$ cat src/rtl/cbq_ram.sv
// Generic single write port, single read port RAM with registered read.
// No dependencies.
module cbq_ram #(
  parameter int WIDTH = 32,
  parameter int DEPTH = 64
) (
  input  logic                     clk,
  input  logic                     we,
  input  logic [$clog2(DEPTH)-1:0] waddr,
  input  logic [WIDTH-1:0]         wdata,
  input  logic [$clog2(DEPTH)-1:0] raddr,
  output logic [WIDTH-1:0]         rdata
);

  logic [WIDTH-1:0] mem [DEPTH];

  always_ff @(posedge clk) begin
    if (we) begin
      mem[waddr] <= wdata;
    end
    rdata <= mem[raddr];
  end

endmodule

$ cat config.mk
export PLATFORM = sky130hd
export DESIGN_NAME = cbq_ram
export DESIGN_NICKNAME = d
export VERILOG_FILES = /design/src/rtl/cbq_ram.sv
export SDC_FILE = /design/constraint.sdc
export NUM_CORES = 2
export LEC_CHECK = 0
export ABC_CLOCK_PERIOD_IN_PS = 7200
export BUFFER_PORTS_ARGS = -buffer_cell sky130_fd_sc_hd__buf_2
export CAP_MARGIN = 10
export CORE_ASPECT_RATIO = 0.5
export CORE_MARGIN = 8
export CORE_UTILIZATION = 35
export CTS_BUF_LIST = sky130_fd_sc_hd__clkbuf_2 sky130_fd_sc_hd__clkbuf_4 sky130_fd_sc_hd__clkbuf_8
export DETAILED_ROUTE_END_ITERATION = 16
export GPL_TIMING_DRIVEN = 0
export PLACE_DENSITY = 0.47
export SLEW_MARGIN = 5
export SYNTH_ARGS = -nofsm -noshare
export SYNTH_HDL_FRONTEND = slang
export SYNTH_SLANG_ARGS = --single-unit
$ cat constraint.sdc
create_clock -name clk -period 7.2 [get_ports clk]
set_input_delay 0.72 -clock clk [delete_from_list [all_inputs] [get_ports clk]]
set_output_delay 0.72 -clock clk [all_outputs]
set_load 0.005 [all_outputs]
==> flow_metrics.env <==
export IMPL_cts_tree="built"
export IMPL_ios=78
export IMPL_core_area_um2=224000
export IMPL_setup_viol=0
export IMPL_slew_limit_headroom_pct=8.95
export IMPL_cts_made_buffers=318
export IMPL_slew_viol_final=0
export IMPL_post_route_period_util_pct=59.9
export IMPL_syn_num_nets=3370
export IMPL_initial_utilization_pct=35.1
export IMPL_root_buffer="clkbuf_8"
export IMPL_cts_max_path_buffers=4
export IMPL_cts_setup_buffers=0
export IMPL_p_int_w=0.0189
export IMPL_fin_nets=3898
export IMPL_worst_pin_slew_ps=1370
export IMPL_path_class="in2reg"
export IMPL_ys_seq_elements=2080
export IMPL_yosys_top_cells_area="edfxtp_1 (78%), mux4_2 (16%), mux2i_1 (1.2%), dfxtp_1 (0.82%), o22ai_1 (0.67%)"
export IMPL_antenna_found_initial=22
export IMPL_num_vias=39900
export IMPL_core_rowCount=123
export IMPL_fin_skew_ps=48.6
export IMPL_drc=0
export IMPL_port_buffers=69
export IMPL_track_usage_pct=21.8
export IMPL_hold_viol_final=0
export IMPL_die_w_um=686
export IMPL_swShare_pct=23.2
export IMPL_crit_arrival_ps=5060
export IMPL_detail_route_wl_per_cell_um=37.5
export IMPL_nFillCells=19600
export IMPL_overflow=0
export IMPL_dpl_hpwl_um=174000
export IMPL_cp_max_fo=10
export IMPL_drtIter0Drc=5368
export IMPL_p_total_w=0.0246
export IMPL_grt_max_degree=65
export IMPL_postSynthCellCount=3324
export IMPL_drive_gt1_share_pct=34.4
export IMPL_grt_pass1_vias=40500
export IMPL_finalInstanceArea_um2=92100
export IMPL_peakVddDrop_mv=0.148
export IMPL_rsz0062_at_grt="false"
export IMPL_wl_um=267000
export IMPL_via_per_inst=5.61
export IMPL_ys_types=34
export IMPL_layout_common_cells="edfxtp_1 (2,048), mux4_2 (544), clkbuf_8 (328)"
export IMPL_clkTransAtPathRegs_ps=70
export IMPL_die_area_um2=241000
export IMPL_period_needed_ps=4310
export IMPL_antenna_left=0
export IMPL_yosysSeqAreaShare_pct=79.1
export IMPL_cap_violations=0
export IMPL_cts_sinks=2080
export IMPL_die_height_um=351
export IMPL_ctsHtreeMaxLevel=5
export IMPL_p_seq_share_pct=54.7
export IMPL_status="complete, no violations"
export IMPL_p_clk_share_pct=39.4
export IMPL_power_net_switching_w=0.00571
export IMPL_power_density_nw_per_um2=267
export IMPL_power_leakage_nw=28.6
export IMPL_crit_path_start_kind="input pin"
export IMPL_combPwrFrac_pct=5.9
export IMPL_cts_hold_buf=0
export IMPL_required_ps=7950
export IMPL_placed_cell_area_um2=85900
export IMPL_end_kind="flop"
export IMPL_syn_area_per_cell_um2=23.6
export IMPL_area_delta_synth_final_pct=17.3
export IMPL_synth_top_area_share_pct=78.3
export IMPL_grt_pass1_wl_um=354000
export IMPL_cts_resized=0
export IMPL_place_gp_congestion=0.795
export IMPL_yosysTopAreaCell="edfxtp_1"
export IMPL_final_common_cell="edfxtp_1"
export IMPL_hp_class="in2reg"
export IMPL_synth_area_um2=78500
export IMPL_dr_pass1_iters=5
export IMPL_insertion_delay_ps=940
export IMPL_yosysWarnings=0
export IMPL_fmax_ghz=0.232
critical path, stage by stage:
cell,delay (ps)
buf_2,420
buf_2,440
buf_2,420
buf_1,740
nand3b_1,550
o221ai_1,460
a21oi_1,240
a21oi_1,760
nor2_1,270
sequential cells by signal (all words and copies together), names as in the netlist:
register / flops
rdata: 32
mem: 2048
stage by stage:
step	hold WS (ps)	setup TNS [ps]	setup WS [ps]	cells	util, %
after floorplan	663	0	3320	3324	-
after global placement	950	-66920	-1080	6393	36.9
after detailed placement	962	0	1870	6527	38.4
after CTS	180	0	2890	7093	41.1
after global routing	155	0	2850	7102	41.1
final	195	0	2890	7109	41.1
area by class of cell:
| type | instances | area [µm²] | area share [%] |
|---|---|---|---|
| Antenna cell | 11 | 27.5 | 0.0299 |
| Buffer | 182 | 896 | 0.973 |
| Clock buffer | 449 | 5420 | 5.89 |
| Clock inverter | 117 | 642 | 0.697 |
| Multi-Input combinational cell | 1062 | 16000 | 17.3 |
| Sequential cell | 2080 | 62100 | 67.5 |
| Tap cell | 3000 | 3750 | 4.08 |
| Timing Repair Buffer | 208 | 3250 | 3.53 |
routing by layer:
layer  share of wire, %  wire length, µm  GRT usage, %  vias to the layer above
met5             0.0049               13             0                        -
met4                3.7             9970          7.28                        2
met3                8.5            22800          4.83                      473
met2                 47           125000          35.2                     1947
met1                 41           109000          29.4                    22100
li1                   -                -             -                    15400
final timing paths:
path	from	endpoint	slack [ps]	cells after the start
worst max register to register	mem[10][21]	rdata[21]	4220	4
worst min register to register	mem[12][4]	rdata[4]	980	4
worst min-delay path	wdata[30]	mem[13][30]	200	1
worst max-delay path	raddr[1]	rdata[19]	2890	9
power by group through the flow:
| stage | clock network (W) | logic (W) | registers, W |
|---|---|---|---|
| floorplan | 0 | 0.000652 | 0.0137 |
| global placement | 0 | 0.00139 | 0.0137 |
| detailed placement | 0 | 0.00145 | 0.0137 |
| CTS | 0.00985 | 0.00145 | 0.0134 |
| global route | 0.0104 | 0.00150 | 0.0134 |
| finish | 0.00969 | 0.00145 | 0.0134 |
kinds of logic after synthesis:
family | after synthesis | share of synthesized area, %
compound gates | 202 | 1.67
buf+inv | 182 | 1.13
flops | 2080 | 79.1
mux | 637 | 16.8
simple gates | 223 | 1.27
synthesized netlist by cell type:
master,count
edfxtp_1,2048
mux4_2,544
nor2_1,137
mux2i_1,93
o22ai_1,84
clkbuf_1,74
a21oi_1,62
buf_2,57
dfxtp_1,32
o221ai_1,27
nand2_1,26
buf_4,25
buf_1,21
nor2b_1,15
a22oi_1,12
a311oi_1,8
nand2b_1,8
nor3_1,7
buf_6,5
nand3_1,5
nand3b_1,5
a41o_1,4
and3_1,4
o32ai_1,4
or3_1,3
or3b_2,3
and2_1,2
nand4_1,2
or3b_1,2
a31oi_1,1
nand4b_1,1
or2_0,1
or2_1,1
or2_2,1
Power figures use the tool's default switching activity.
