$ cat config.mk
export PLATFORM = sky130hd
export DESIGN_NAME = cbq_mac
export DESIGN_NICKNAME = d
export VERILOG_FILES = /design/src/rtl/cbq_pkg.sv /design/src/rtl/cbq_mac.sv
export SDC_FILE = /design/constraint.sdc
export NUM_CORES = 2
export LEC_CHECK = 0
export BUFFER_PORTS_ARGS = -buffer_cell sky130_fd_sc_hd__buf_2
export CAP_MARGIN = 40
export CELL_PAD_IN_SITES_DETAIL_PLACEMENT = 1
export CELL_PAD_IN_SITES_GLOBAL_PLACEMENT = 2
export CORE_ASPECT_RATIO = 0.5
export CORE_MARGIN = 2
export CORE_UTILIZATION = 38
export CTS_BUF_LIST = sky130_fd_sc_hd__clkbuf_8 sky130_fd_sc_hd__clkbuf_16
export CTS_CLUSTER_SIZE = 40
export DETAILED_ROUTE_END_ITERATION = 10
export PLACE_DENSITY_LB_ADDON = 0.08
export SKIP_LAST_GASP = 1
export SLEW_MARGIN = 15
export SYNTH_ARGS = -nofsm -noshare
export SYNTH_HDL_FRONTEND = slang
export SYNTH_SLANG_ARGS = --single-unit
$ cat constraint.sdc
create_clock -name clk -period 7.9 [get_ports clk]
set_clock_uncertainty 0.2 [all_clocks]
set_input_delay 0.395 -clock clk [delete_from_list [all_inputs] [get_ports clk]]
set_output_delay 0.395 -clock clk [all_outputs]
set_load 0.02 [all_outputs]
$ cat src/rtl/cbq_pkg.sv
// Shared constants, codes and types of the cascaded biquad filter.
// No dependencies; imported by cbq_mac, cascaded_biquad_filter and cbq_checker.
package cbq_pkg;

  localparam int MAX_SECTIONS = 10;
  localparam int SAMPLE_BITS  = 24;
  localparam int COEF_BITS    = 32;
  localparam int FRAC_BITS    = COEF_BITS - 4;

  // exact sum of five products
  localparam int PROD_BITS = SAMPLE_BITS + COEF_BITS;
  localparam int ACC_BITS  = PROD_BITS + 3;

  localparam int COEF_SLOTS = 5;
  localparam int HIST_SLOTS = 4;
  localparam int COEF_DEPTH = MAX_SECTIONS * COEF_SLOTS;
  localparam int HIST_DEPTH = MAX_SECTIONS * HIST_SLOTS;
  localparam int COEF_ADDR_BITS = $clog2(COEF_DEPTH);
  localparam int HIST_SLOT_BITS = 2;
  localparam int SEC_BITS = (MAX_SECTIONS > 1) ? $clog2(MAX_SECTIONS) : 1;
  localparam int HIST_ADDR_BITS = SEC_BITS + HIST_SLOT_BITS;

  // field widths fixed by the interface
  localparam int OPCODE_BITS  = 2;
  localparam int SECTION_BITS = 4;
  localparam int SLOT_BITS    = 3;
  localparam int COUNT_BITS   = 4;

  localparam logic [OPCODE_BITS-1:0] OP_FILTER = 2'd0;
  localparam logic [OPCODE_BITS-1:0] OP_COEF   = 2'd1;
  localparam logic [OPCODE_BITS-1:0] OP_CLEAR  = 2'd2;

  localparam int CFG_INDEX_BITS = 2;
  localparam int CFG_DATA_BITS  = 4;
  localparam logic [CFG_INDEX_BITS-1:0] REG_BYPASS        = 2'd0;
  localparam logic [CFG_INDEX_BITS-1:0] REG_SECTION_COUNT = 2'd1;

  // control word from the sequencer to the shared MAC
  typedef struct packed {
    logic mul_en;    // register coef * data
    logic acc_load;  // start a new sum with the product
    logic acc_en;    // add the product to the running sum
    logic acc_sub;   // product enters negated
  } mac_ctl_t;

endpackage

$ cat src/rtl/cbq_mac.sv
// Shared multiply-accumulate unit with round-to-nearest and saturation.
// Depends on cbq_pkg.
module cbq_mac import cbq_pkg::*; (
  input  logic                          clk,
  input  mac_ctl_t                      ctl,
  input  logic signed [COEF_BITS-1:0]   coef,
  input  logic signed [SAMPLE_BITS-1:0] data,
  output logic signed [SAMPLE_BITS-1:0] y,
  output logic                          clip
);

  localparam int RND_BITS = ACC_BITS + 1;
  localparam logic signed [RND_BITS-1:0] HALF = RND_BITS'(1) << (FRAC_BITS - 1);
  localparam logic signed [RND_BITS-1:0] SMAX = (RND_BITS'(1) << (SAMPLE_BITS - 1)) - 1;
  localparam logic signed [RND_BITS-1:0] SMIN = -SMAX - 1;

  logic signed [PROD_BITS-1:0] prod;
  logic signed [ACC_BITS-1:0]  acc;
  logic signed [ACC_BITS-1:0]  term;
  logic signed [RND_BITS-1:0]  rnd;
  logic signed [RND_BITS-1:0]  shf;

  always_ff @(posedge clk) begin
    if (ctl.mul_en) begin
      prod <= coef * data;
    end
    if (ctl.acc_load) begin
      acc <= term;
    end else if (ctl.acc_en) begin
      acc <= acc + term;
    end
  end

  always_comb begin
    term = ctl.acc_sub ? -ACC_BITS'(prod) : ACC_BITS'(prod);
    rnd  = RND_BITS'(acc) + HALF;
    shf  = rnd >>> FRAC_BITS;  // arithmetic shift is floor
    clip = 1'b1;
    if (shf > SMAX) begin
      y = SMAX[SAMPLE_BITS-1:0];
    end else if (shf < SMIN) begin
      y = SMIN[SAMPLE_BITS-1:0];
    end else begin
      y    = shf[SAMPLE_BITS-1:0];
      clip = 1'b0;
    end
  end

endmodule

==> qor.csv <==
metric,value,unit
status,"finished, final reports clean",
CTS tree,yes,
Starting Density,38.2,%
Placer Congestion,0.855,
Placed Cells,5298,
Slew @ Worst Pin,770,ps
via count,27100,
Hold Crit Class,in -> reg,
nets@finish,5101,
# rows,80,
Clock Latency Late Sink,450,ps
CTS root buffer,clkbuf_16,
min Tclk post-route,7540,ps
"commonest non-fill, non-tap cell in the layout",inv_1,
max cap viols,0,
Rel. slew slack,48.7,%
number of synthesized register bits,115,
CTS buffer count,17,
number of global-route vias before repair,30500,
final setup vio count,0,
die width,441,um
final instance area,39400,um2
Bufs on Longest Clock Path,2,
Setup CP Type,in -> reg,
antenna violations before repair,3,
Hold Fails Final Rpt,0,
"Arr. time, crit path",7520,ps
Yosys top cell by area,fa_1,
Post-synth EDFFs,115,
async set-or-reset flop fraction in the synthesized netlist,0,%
crit share post-route,95.5,%
synth top area cells,"fa_1 43%, edfxtp_1 9.5%, inv_1 8.5%",
gr ovfl total,0,
Mean Syn Cell Area,9.11,um2
"Net Count, Synth",5039,
Initial DRC Count,1451,
total wire length,113000,um
crit-path max FO,17,
Post-DP HPWL,96800,um
num ports,86,
largest net degree at the start of global routing,61,
Netlist cell types,75,
Die Y,222,um
Synth warnings,0,
PortBufs,85,
CP Launch Type,input pin,
DRC viols,0,
Sequential cell area,3450,um2
most frequent cells in the layout,"824 x inv_1, 784 x fa_1, 480 x nand2_1",
Die ar.,98100,um2
CP endpoint kind,flop,
clock edge transition at the registers on the reported setup and hold paths,70,ps
Post-CTS Setup Inserts,0,
CTS Hold Buffers Added,0,
share of post-route cells with drive strength above 1,7.24,%
share of the synthesized area in the top cell type,43.3,%
per-cell routed wire length,21.2,um
worst path required time,7880,ps
H-tree depth,4,
Mapped Area,36300,um2
Core Footprint,95000,um2
first-pass GRT wire length,180000,um
1st-pass router iterations,5,
Post-DP Area,38800,um2
Ant. Diodes,0,
RSZ-0062 raised after global routing,no,
Finished Layout Cells,5329,
ANT nets after route,0,
final hold slack,420,ps
Max Freq,133,MHz
Clock Sinks,115,
via density per instance,5.08,
Total GRT Usage,23.9,%
Syn-to-layout area delta,8.71,%
PostCTS Resize Cnt,0,
"Seq/Total Area, Yosys",9.52,%
setup TNS,0,ps
Pins Over Slew Limit,0,
fillers,11000,
top_reg_cell synth,edfxtp_1,
Multi-input gate area,29100,um2
Syn Inst Count,3984,
[cells by family (layout without fill, tap and decap cells)]
kind of cell	after synthesis	count (layout)	share of synthesized area, %
fa+ha+maj	994	994	50.5
flops	115	115	9.52
xor+xnor	185	185	4.49
compound gates	495	495	8.70
simple gates	1180	1180	16.2
mux	4	4	0.117
buf+inv	1011	1085	10.5
[cell type report]
cell class	instances	share of cell area, %
clock buffers	17	1.08
clock inverters	14	0.454
inverters	826	7.86
multi-input cells	2858	73.7
flip-flops and latches	115	8.76
well taps	1271	4.03
repair buffers	228	4.14
[path summary, 6_finish.rpt]
kind / startpoint / endpoint / slack [ps] / depth (start not counted)
worst max-delay path: data[3] / prod[55] / 360 / 27
worst min-delay path: ctl[1] / acc[54] / 420 / 3
worst min register to register: acc[0] / acc[0] / 480 / 2
worst max register to register: prod[3] / acc[57] / 1340 / 19
[sequential cells by signal, indices dropped and copies added (netlist names)]
signal,flops
acc,59
prod,56
[cell usage after synthesis (18+ instances only)]
library cell and n:
and2_1 374, fa_1 784, o21ai_0 120, and3_1 19, nand2b_1 18, nor3_1 18, inv_1 824, ha_1 210
xnor2_1 130, o21a_1 27, xor2_1 54, o31ai_1 20, o21bai_1 23, nor2_1 130, a21oi_1 142, edfxtp_1 115
nand2_1 480, nand4_1 22, nand3_1 45, clkbuf_1 176, a21o_1 62
[per-stage QoR]
stage	utilization [%]	setup slack, ps
after global placement	40.8	-271
final	41.5	359
after detailed placement	40.8	-277
after CTS	41.5	160
after floorplan	-	519
after global routing	41.5	1.10
[per-layer routing]
metal / wire length, um / part of all wire (%) / GRT usage, % / vias to the layer above
met4: 1320 / 1.2 / 3.49 / 2
li1: - / - / - / 12300
met3: 4470 / 4.0 / 2.49 / 78
met5: 9 / 0.0080 / 0 / -
met2: 48200 / 43 / 35.8 / 465
met1: 58800 / 52 / 37.7 / 14200
[critical path: stages]
cell and delay [ps]:
buf_2 340, buf_12 220, nand2_1 100, fa_1 560, inv_1 50, fa_1 470, inv_1 60, fa_1 450
fa_1 550, inv_1 60, fa_1 530, fa_1 520, inv_1 60, fa_1 550, inv_1 60, ha_1 380
nand2_1 110, o21a_1 190, o21ai_0 270, buf_4 170, o2111ai_1 150, a211oi_1 480, o2111ai_1 220, a21oi_1 200
buf_4 160, or3_1 100, nand4_1 80
Power is left out: the tool's default activity adds up to more than one toggle a clock period on the data nets, which glitch-free logic cannot reach.
